File: src/rtl/core/rbes_pkg.sv
// Shared types and constants for the rigid body Euler step core.
// Used by rbes_dp, rbes_ctrl and rigid_body_euler_step_core; no dependencies.
package rbes_pkg;

  localparam int QW = 32;
  localparam int ACCW = 50;
  localparam int DTW = 16;
  localparam int INVMW = 31;

  localparam logic [QW-1:0] Q_ONE = 32'h0001_0000;
  localparam logic [QW-1:0] Q_ZERO = 32'h0000_0000;

  localparam logic [2:0] CFG_INV_MASS = 3'd0;
  localparam logic [2:0] CFG_IXX = 3'd1;
  localparam logic [2:0] CFG_IYY = 3'd2;
  localparam logic [2:0] CFG_IZZ = 3'd3;
  localparam logic [2:0] CFG_IXY = 3'd4;
  localparam logic [2:0] CFG_IXZ = 3'd5;
  localparam logic [2:0] CFG_IYZ = 3'd6;

  // Register file addresses (6 bits)
  // 0..2 pos, 3..5 vel, 6..8 L, 9..17 R, 18..26 tmp A, 27..35 tmp B
  // operand sources also include force, torque, inertia and k/dt via src codes
  localparam int NSTATE = 18;
  localparam int NSCR = 18;

  typedef enum logic [2:0] {
    SRC_REG,
    SRC_FORCE,
    SRC_TORQUE,
    SRC_INERTIA,
    SRC_DT,
    SRC_K,
    SRC_ZERO
  } src_t;

  // One operation step of the microcode.
  // acc = (first ? 0 : acc) + rnd(a*b), with optional add of a register at end.
  typedef struct packed {
    src_t       a_src;
    logic [5:0] a_idx;
    logic       a_neg;
    src_t       b_src;
    logic [5:0] b_idx;
    logic       first;
    logic       last;
    logic       add_reg;
    logic [5:0] dst;
    logic       to_k;
  } uop_t;

  typedef struct packed {
    logic       start;
    logic [6:0] pc;
    logic       load_out;
  } dp_cmd_t;

  function automatic uop_t mk(src_t as, logic [5:0] ai, logic an, src_t bs, logic [5:0] bi,
                              logic f, logic l, logic ar, logic [5:0] d, logic tk);
    uop_t u;
    u.a_src = as; u.a_idx = ai; u.a_neg = an; u.b_src = bs; u.b_idx = bi;
    u.first = f; u.last = l; u.add_reg = ar; u.dst = d; u.to_k = tk;
    return u;
  endfunction

  // Skew entry of star(w): returns (is_zero, w index, negate) for row r col c
  function automatic logic [3:0] skew(int r, int c);
    logic [3:0] s;
    s = 4'b1000;
    if (r == 0 && c == 1) s = {1'b0, 2'd2, 1'b1};
    if (r == 0 && c == 2) s = {1'b0, 2'd1, 1'b0};
    if (r == 1 && c == 0) s = {1'b0, 2'd2, 1'b0};
    if (r == 1 && c == 2) s = {1'b0, 2'd0, 1'b1};
    if (r == 2 && c == 0) s = {1'b0, 2'd1, 1'b1};
    if (r == 2 && c == 1) s = {1'b0, 2'd0, 1'b0};
    return s;
  endfunction

  // Inertia matrix entry index (0..5) for row r col c of the symmetric matrix
  function automatic logic [5:0] ib_idx(int r, int c);
    if (r == c) return 6'(r);
    if ((r == 0 && c == 1) || (r == 1 && c == 0)) return 6'd3;
    if ((r == 0 && c == 2) || (r == 2 && c == 0)) return 6'd4;
    return 6'd5;
  endfunction

  // Microcode table, one entry per pc; loops run over constants only.
  function automatic uop_t prog(logic [6:0] pc);
    uop_t u;
    logic [3:0] s;
    u = mk(SRC_ZERO, 6'd0, 1'b0, SRC_ZERO, 6'd0, 1'b1, 1'b1, 1'b0, 6'd0, 1'b0);
    if (pc == 7'd0)
      u = mk(SRC_DT, 6'd0, 1'b0, SRC_K, 6'd0, 1'b1, 1'b1, 1'b0, 6'd0, 1'b1);
    for (int i = 0; i < 3; i++) begin
      if (pc == 7'(1 + 3 * i))
        u = mk(SRC_FORCE, 6'(i), 1'b0, SRC_K, 6'd0, 1'b1, 1'b1, 1'b1, 6'(3 + i), 1'b0);
      if (pc == 7'(2 + 3 * i))
        u = mk(SRC_REG, 6'(3 + i), 1'b0, SRC_DT, 6'd0, 1'b1, 1'b1, 1'b1, 6'(i), 1'b0);
      if (pc == 7'(3 + 3 * i))
        u = mk(SRC_TORQUE, 6'(i), 1'b0, SRC_DT, 6'd0, 1'b1, 1'b1, 1'b1, 6'(6 + i), 1'b0);
    end
    for (int r = 0; r < 3; r++) begin
      for (int c = 0; c < 3; c++) begin
        for (int j = 0; j < 3; j++) begin
          // M = R * Ib -> tmp A (18..26)
          if (pc == 7'(10 + r * 9 + c * 3 + j))
            u = mk(SRC_REG, 6'(9 + r * 3 + j), 1'b0, SRC_INERTIA, ib_idx(j, c),
                   j == 0, j == 2, 1'b0, 6'(18 + r * 3 + c), 1'b0);
          // Iw = M * R^T -> tmp B (27..35); R^T[j][c] = R[c][j]
          if (pc == 7'(37 + r * 9 + c * 3 + j))
            u = mk(SRC_REG, 6'(18 + r * 3 + j), 1'b0, SRC_REG, 6'(9 + c * 3 + j),
                   j == 0, j == 2, 1'b0, 6'(27 + r * 3 + c), 1'b0);
          // D = star(w) * R -> tmp B (27..35)
          s = skew(r, j);
          if (pc == 7'(73 + r * 9 + c * 3 + j))
            u = mk(s[3] ? SRC_ZERO : SRC_REG, 6'(18 + int'(s[2:1])), s[0], SRC_REG,
                   6'(9 + j * 3 + c), j == 0, j == 2, 1'b0, 6'(27 + r * 3 + c), 1'b0);
        end
      end
    end
    // w = Iw * L -> tmp A (18..20)
    for (int r = 0; r < 3; r++) begin
      for (int j = 0; j < 3; j++) begin
        if (pc == 7'(64 + r * 3 + j))
          u = mk(SRC_REG, 6'(27 + r * 3 + j), 1'b0, SRC_REG, 6'(6 + j),
                 j == 0, j == 2, 1'b0, 6'(18 + r), 1'b0);
      end
    end
    // R += D * dt
    for (int st = 0; st < 9; st++) begin
      if (pc == 7'(100 + st))
        u = mk(SRC_REG, 6'(27 + st), 1'b0, SRC_DT, 6'd0, 1'b1, 1'b1, 1'b1, 6'(9 + st), 1'b0);
    end
    return u;
  endfunction

  localparam int NPROG = 109;

endpackage

File: src/rtl/core/rbes_ctrl.sv
// Controller: steps through the microcode, an ISSUE and a WAIT state per operation.
// Depends on rbes_pkg; drives rbes_dp.
module rbes_ctrl (
  input  logic              clk,
  input  logic              rst,
  input  logic              in_valid,
  output logic              in_stall,
  output logic              out_valid,
  input  logic              out_stall,
  output logic              in_take,
  output rbes_pkg::dp_cmd_t cmd
);

  typedef enum logic [1:0] {IDLE, ISSUE, WAIT, DRAIN} state_t;
  state_t state;
  logic [6:0] pc;

  assign in_stall = (state != IDLE);
  assign in_take = in_valid && (state == IDLE);

  always_comb begin
    cmd.start = (state == ISSUE);
    cmd.pc = pc;
    cmd.load_out = (state == DRAIN) && (!out_valid || !out_stall);
  end

  always_ff @(posedge clk) begin
    if (rst) begin
      state <= IDLE;
      pc <= '0;
      out_valid <= 1'b0;
    end else begin
      if ((state == DRAIN) && (!out_valid || !out_stall)) out_valid <= 1'b1;
      else if (out_valid && !out_stall) out_valid <= 1'b0;
      unique case (state)
        IDLE: if (in_valid) begin
          state <= ISSUE;
          pc <= '0;
        end
        ISSUE: state <= WAIT;
        WAIT: begin
          if (pc == 7'(rbes_pkg::NPROG - 1)) state <= DRAIN;
          else begin
            pc <= pc + 7'd1;
            state <= ISSUE;
          end
        end
        DRAIN: if (!out_valid || !out_stall) begin
          state <= IDLE;
        end
        default: state <= IDLE;
      endcase
    end
  end

endmodule

File: config.mk
export PLATFORM = sky130hd
export DESIGN_NAME = rbes_ctrl
export DESIGN_NICKNAME = d
export VERILOG_FILES = /design/src/rtl/core/rbes_pkg.sv /design/src/rtl/core/rbes_ctrl.sv
export SDC_FILE = /design/constraint.sdc
export NUM_CORES = 1
export LEC_CHECK = 0
export BUFFER_PORTS_ARGS = -buffer_cell sky130_fd_sc_hd__buf_2
export CORE_AREA = 2 2 39 41
export CTS_CLUSTER_DIAMETER = 150
export DETAILED_ROUTE_END_ITERATION = 12
export DIE_AREA = 0 0 41 43
export HOLD_SLACK_MARGIN = 0.12
export PLACE_DENSITY = 0.75
export SYNTH_ARGS = -nofsm -noshare
export SYNTH_HDL_FRONTEND = slang
export SYNTH_SLANG_ARGS = --single-unit
File: constraint.sdc
create_clock -name clk -period 2.18 [get_ports clk]
set_input_delay 0.654 -clock clk [delete_from_list [all_inputs] [get_ports clk]]
set_output_delay 0.654 -clock clk [all_outputs]
set_load 0.05 [all_outputs]
==> results.tsv <==
stage	metric	value	unit
synth	ys_ff_latch	10	
timing	finalCritPeriodShare	90.1	%
placement	dpl.hpwl	755	um
synth	syn_nets	67	
cts	clockBufferDepth	2	
cts	htreeDepth	1	
floorplan	io_pins	16	
placement	gp_congestion	0.825	
routing	via_count	512	
power	power.total	420	uW
worst_setup_path	endpoint_kind	output pin	
synth	yosysSeqAreaShare	37.6	%
worst_setup_path	crit_start	state[1]	
global_routing	grt_use_total	14.0	%
synth	synth_cells	61	
worst_setup_path	start_kind	flip-flop	
floorplan	num_rows	14	
routing	post_drt_wl_per_cell	11.3	um
routing	totalWireLength	1.07	mm
worst_setup_path	crit_slowest_cell	dfxtp_1	
layout	layout.nets	86	
layout	drive_above_1_share	30.4	%
timing	skew	7.06	ps
timing	setup_ws	216	ps
worst_setup_path	reg2regPathDepth	6	
worst_hold_path	hold_depth	2	
global_routing	grt_max_degree	11	
timing	hold_viol_final	0	
floorplan	core	1380	um^2
power	power_density	636	nW/um^2
floorplan	dieHeight	43	um
timing	rsz0062_at_grt	no	
placement	port_buffers	15	
routing	ant_nets	0	
timing	finalCriticalPeriod	1960	ps
global_routing	antenna_found_initial	0	
routing	routed_via_density	5.39	
power	p_leak	0.000278	uW
cts	clock_sinks	10	
worst_setup_path	cp.arrival	1310	ps
cts	cts_resized	0	
timing	worst_pin_slew	535	ps
worst_setup_path	r2r-end	pc[1]	
synth	avgSynthCellArea	8.74	um^2
timing	clock.fmax	509	MHz
cts	numCtsBuffers	3	
worst_setup_path	critical_path_required	1530	ps
routing	firstDrtPassIters	4	
floorplan	die-area	1760	um^2
layout	synthToLayoutAreaGrowth	23.9	%
cts	path_clk_slew	70	ps
worst_setup_path	crit_type	reg -> out	
timing	finalSetupViolCount	0	
worst_hold_path	hp-class	reg -> reg	
status	status	complete, no violations	
routing	drc	0	
timing	slew_violations	0	
global_routing	grt_overflow	0	
floorplan	initial_core_util	38.5	%
global_routing	grt_pass1_wl	1.60	mm
cts	cts_tree	yes	
worst_setup_path	cp_max_fo	8	
timing	tns	0	ps
placement	dp_slack	381	ps
worst_setup_path	r2r_start	pc[0]	
cts	worstSkewPairLatency	270	ps
power	ir_drop	303	uV
synth	synth.yosys.warnings	0	
layout	antenna-diode-count	0	
worst_setup_path	endpoint	in_take	
synth	syn_area	533	um^2
layout	fin_util	47.7	%
timing	max_slew_margin	64.4	%
cts	cts_setup_buffers	0	
run	cap_violations	0	
synth	ys_types	21	
worst_setup_path	r2r_setup_slack	440	ps
cts	cts_hold_buf	0	
global_routing	grt_pass1_vias	371	
worst_setup_path	worstPathCellList	or2_2 > nor2_1 > buf_2	
worst_setup_path	cpPeakStageDelay	380	ps
routing	first_iter_violations	16	
floorplan	die_w	41	um
cts	clock-root-buffer	clkbuf_4	
==> worst min path at each step <==
stage,start,to,slack (ps)
2_1_floorplan,state[1],out_valid,540
3_3_place_gp,pc[6],pc[6],500
3_5_place_dp,pc[0],pc[0],510
4_1_cts,pc[0],pc[0],520
5_1_grt,pc[0],pc[0],550
6_report,pc[0],pc[0],520
==> worst max-delay path: cells and delay by family, from the launching register on <==
| family | cells | cell delay [ps] |
|---|---|---|
| buf+inv | 1 | 260 |
| flops | 1 | 380 |
| simple gates | 2 | 400 |
==> Yosys cell counts, drive strengths merged <==
| master | count | share of area [%] |
|---|---|---|
| a21boi | 1 | 3.5 |
| a21oi | 7 | 6.6 |
| a2bb2oi | 1 | 1.6 |
| a311oi | 6 | 11 |
| a32oi | 1 | 1.6 |
| a41oi | 2 | 3.3 |
| and2 | 1 | 1.2 |
| and3 | 2 | 2.3 |
| and4b | 1 | 2.6 |
| buf | 1 | 1.4 |
| clkbuf | 1 | 0.70 |
| dfxtp | 10 | 38 |
| ha | 2 | 4.7 |
| inv | 3 | 2.1 |
| nand2 | 8 | 5.6 |
| nand2b | 5 | 5.9 |
| nand3 | 2 | 1.9 |
| nor2 | 4 | 2.8 |
| nor2b | 2 | 2.3 |
| or2 | 1 | 1.2 |
==> cell type report <==
class	count	area [um^2]
clock buffer	4	36.3
fill	145	723
inverter	3	11.3
multi-input combinational	46	310
sequential	10	200
tap	16	20.0
timing repair buffer	16	82.6
==> stage by stage <==
stage / hold slack [ps] / cells / cell area (um^2)
after floorplan: 538 / 61 / 533
after global placement: 495 / 91 / 624
after detailed placement: 508 / 91 / 624
after CTS: 521 / 95 / 661
after global routing: 551 / 95 / 661
final: 517 / 95 / 661
==> cell families after synthesis <==
family,Yosys count,share of synthesized area [%]
and+or+nand+nor,26,25.8
adders and majority gates,2,4.69
DFF,10,37.6
AOI/OAI and AO/OA,18,27.7
buffers and inverters,5,4.23
==> layout by cell type (no fill, tap or decap), drive strengths merged <==
cell     synthesis  layout
ha               2       2
clkbuf           1       4
or2              1       1
and4b            1       1
a21boi           1       1
a41oi            2       2
nor2b            2       2
dfxtp           10      10
a311oi           6       6
a2bb2oi          1       1
and2             1       1
a32oi            1       1
nand2b           5       5
buf              1      16
nor2             4       4
inv              3       3
and3             2       2
a21oi            7       7
nand3            2       2
nand2            8       8
==> where the power goes <==
group / leakage [uW] / switching (uW) / internal [uW]
Clock: 0.0000210 / 66.8 / 102
Combinational: 0.000176 / 41.7 / 19.0
Sequential: 0.0000810 / 5.46 / 186
Total: 0.000278 / 114 / 306
==> sequential cells by signal, summed over array words and instances (netlist names) <==
| name | cells |
|---|---|
| pc | 7 |
| state | 2 |
| out_valid | 1 |
==> routing by layer <==
metal / track usage, % / wire (um) / vias to the layer above
met5: 0 / 0 / -
met1: 18.5 / 495 / 229
li1: - / - / 258
met2: 17.2 / 466 / 23
met4: 6.00 / 9 / 0
met3: 9.42 / 102 / 2
(Power assumes the default switching activity.)
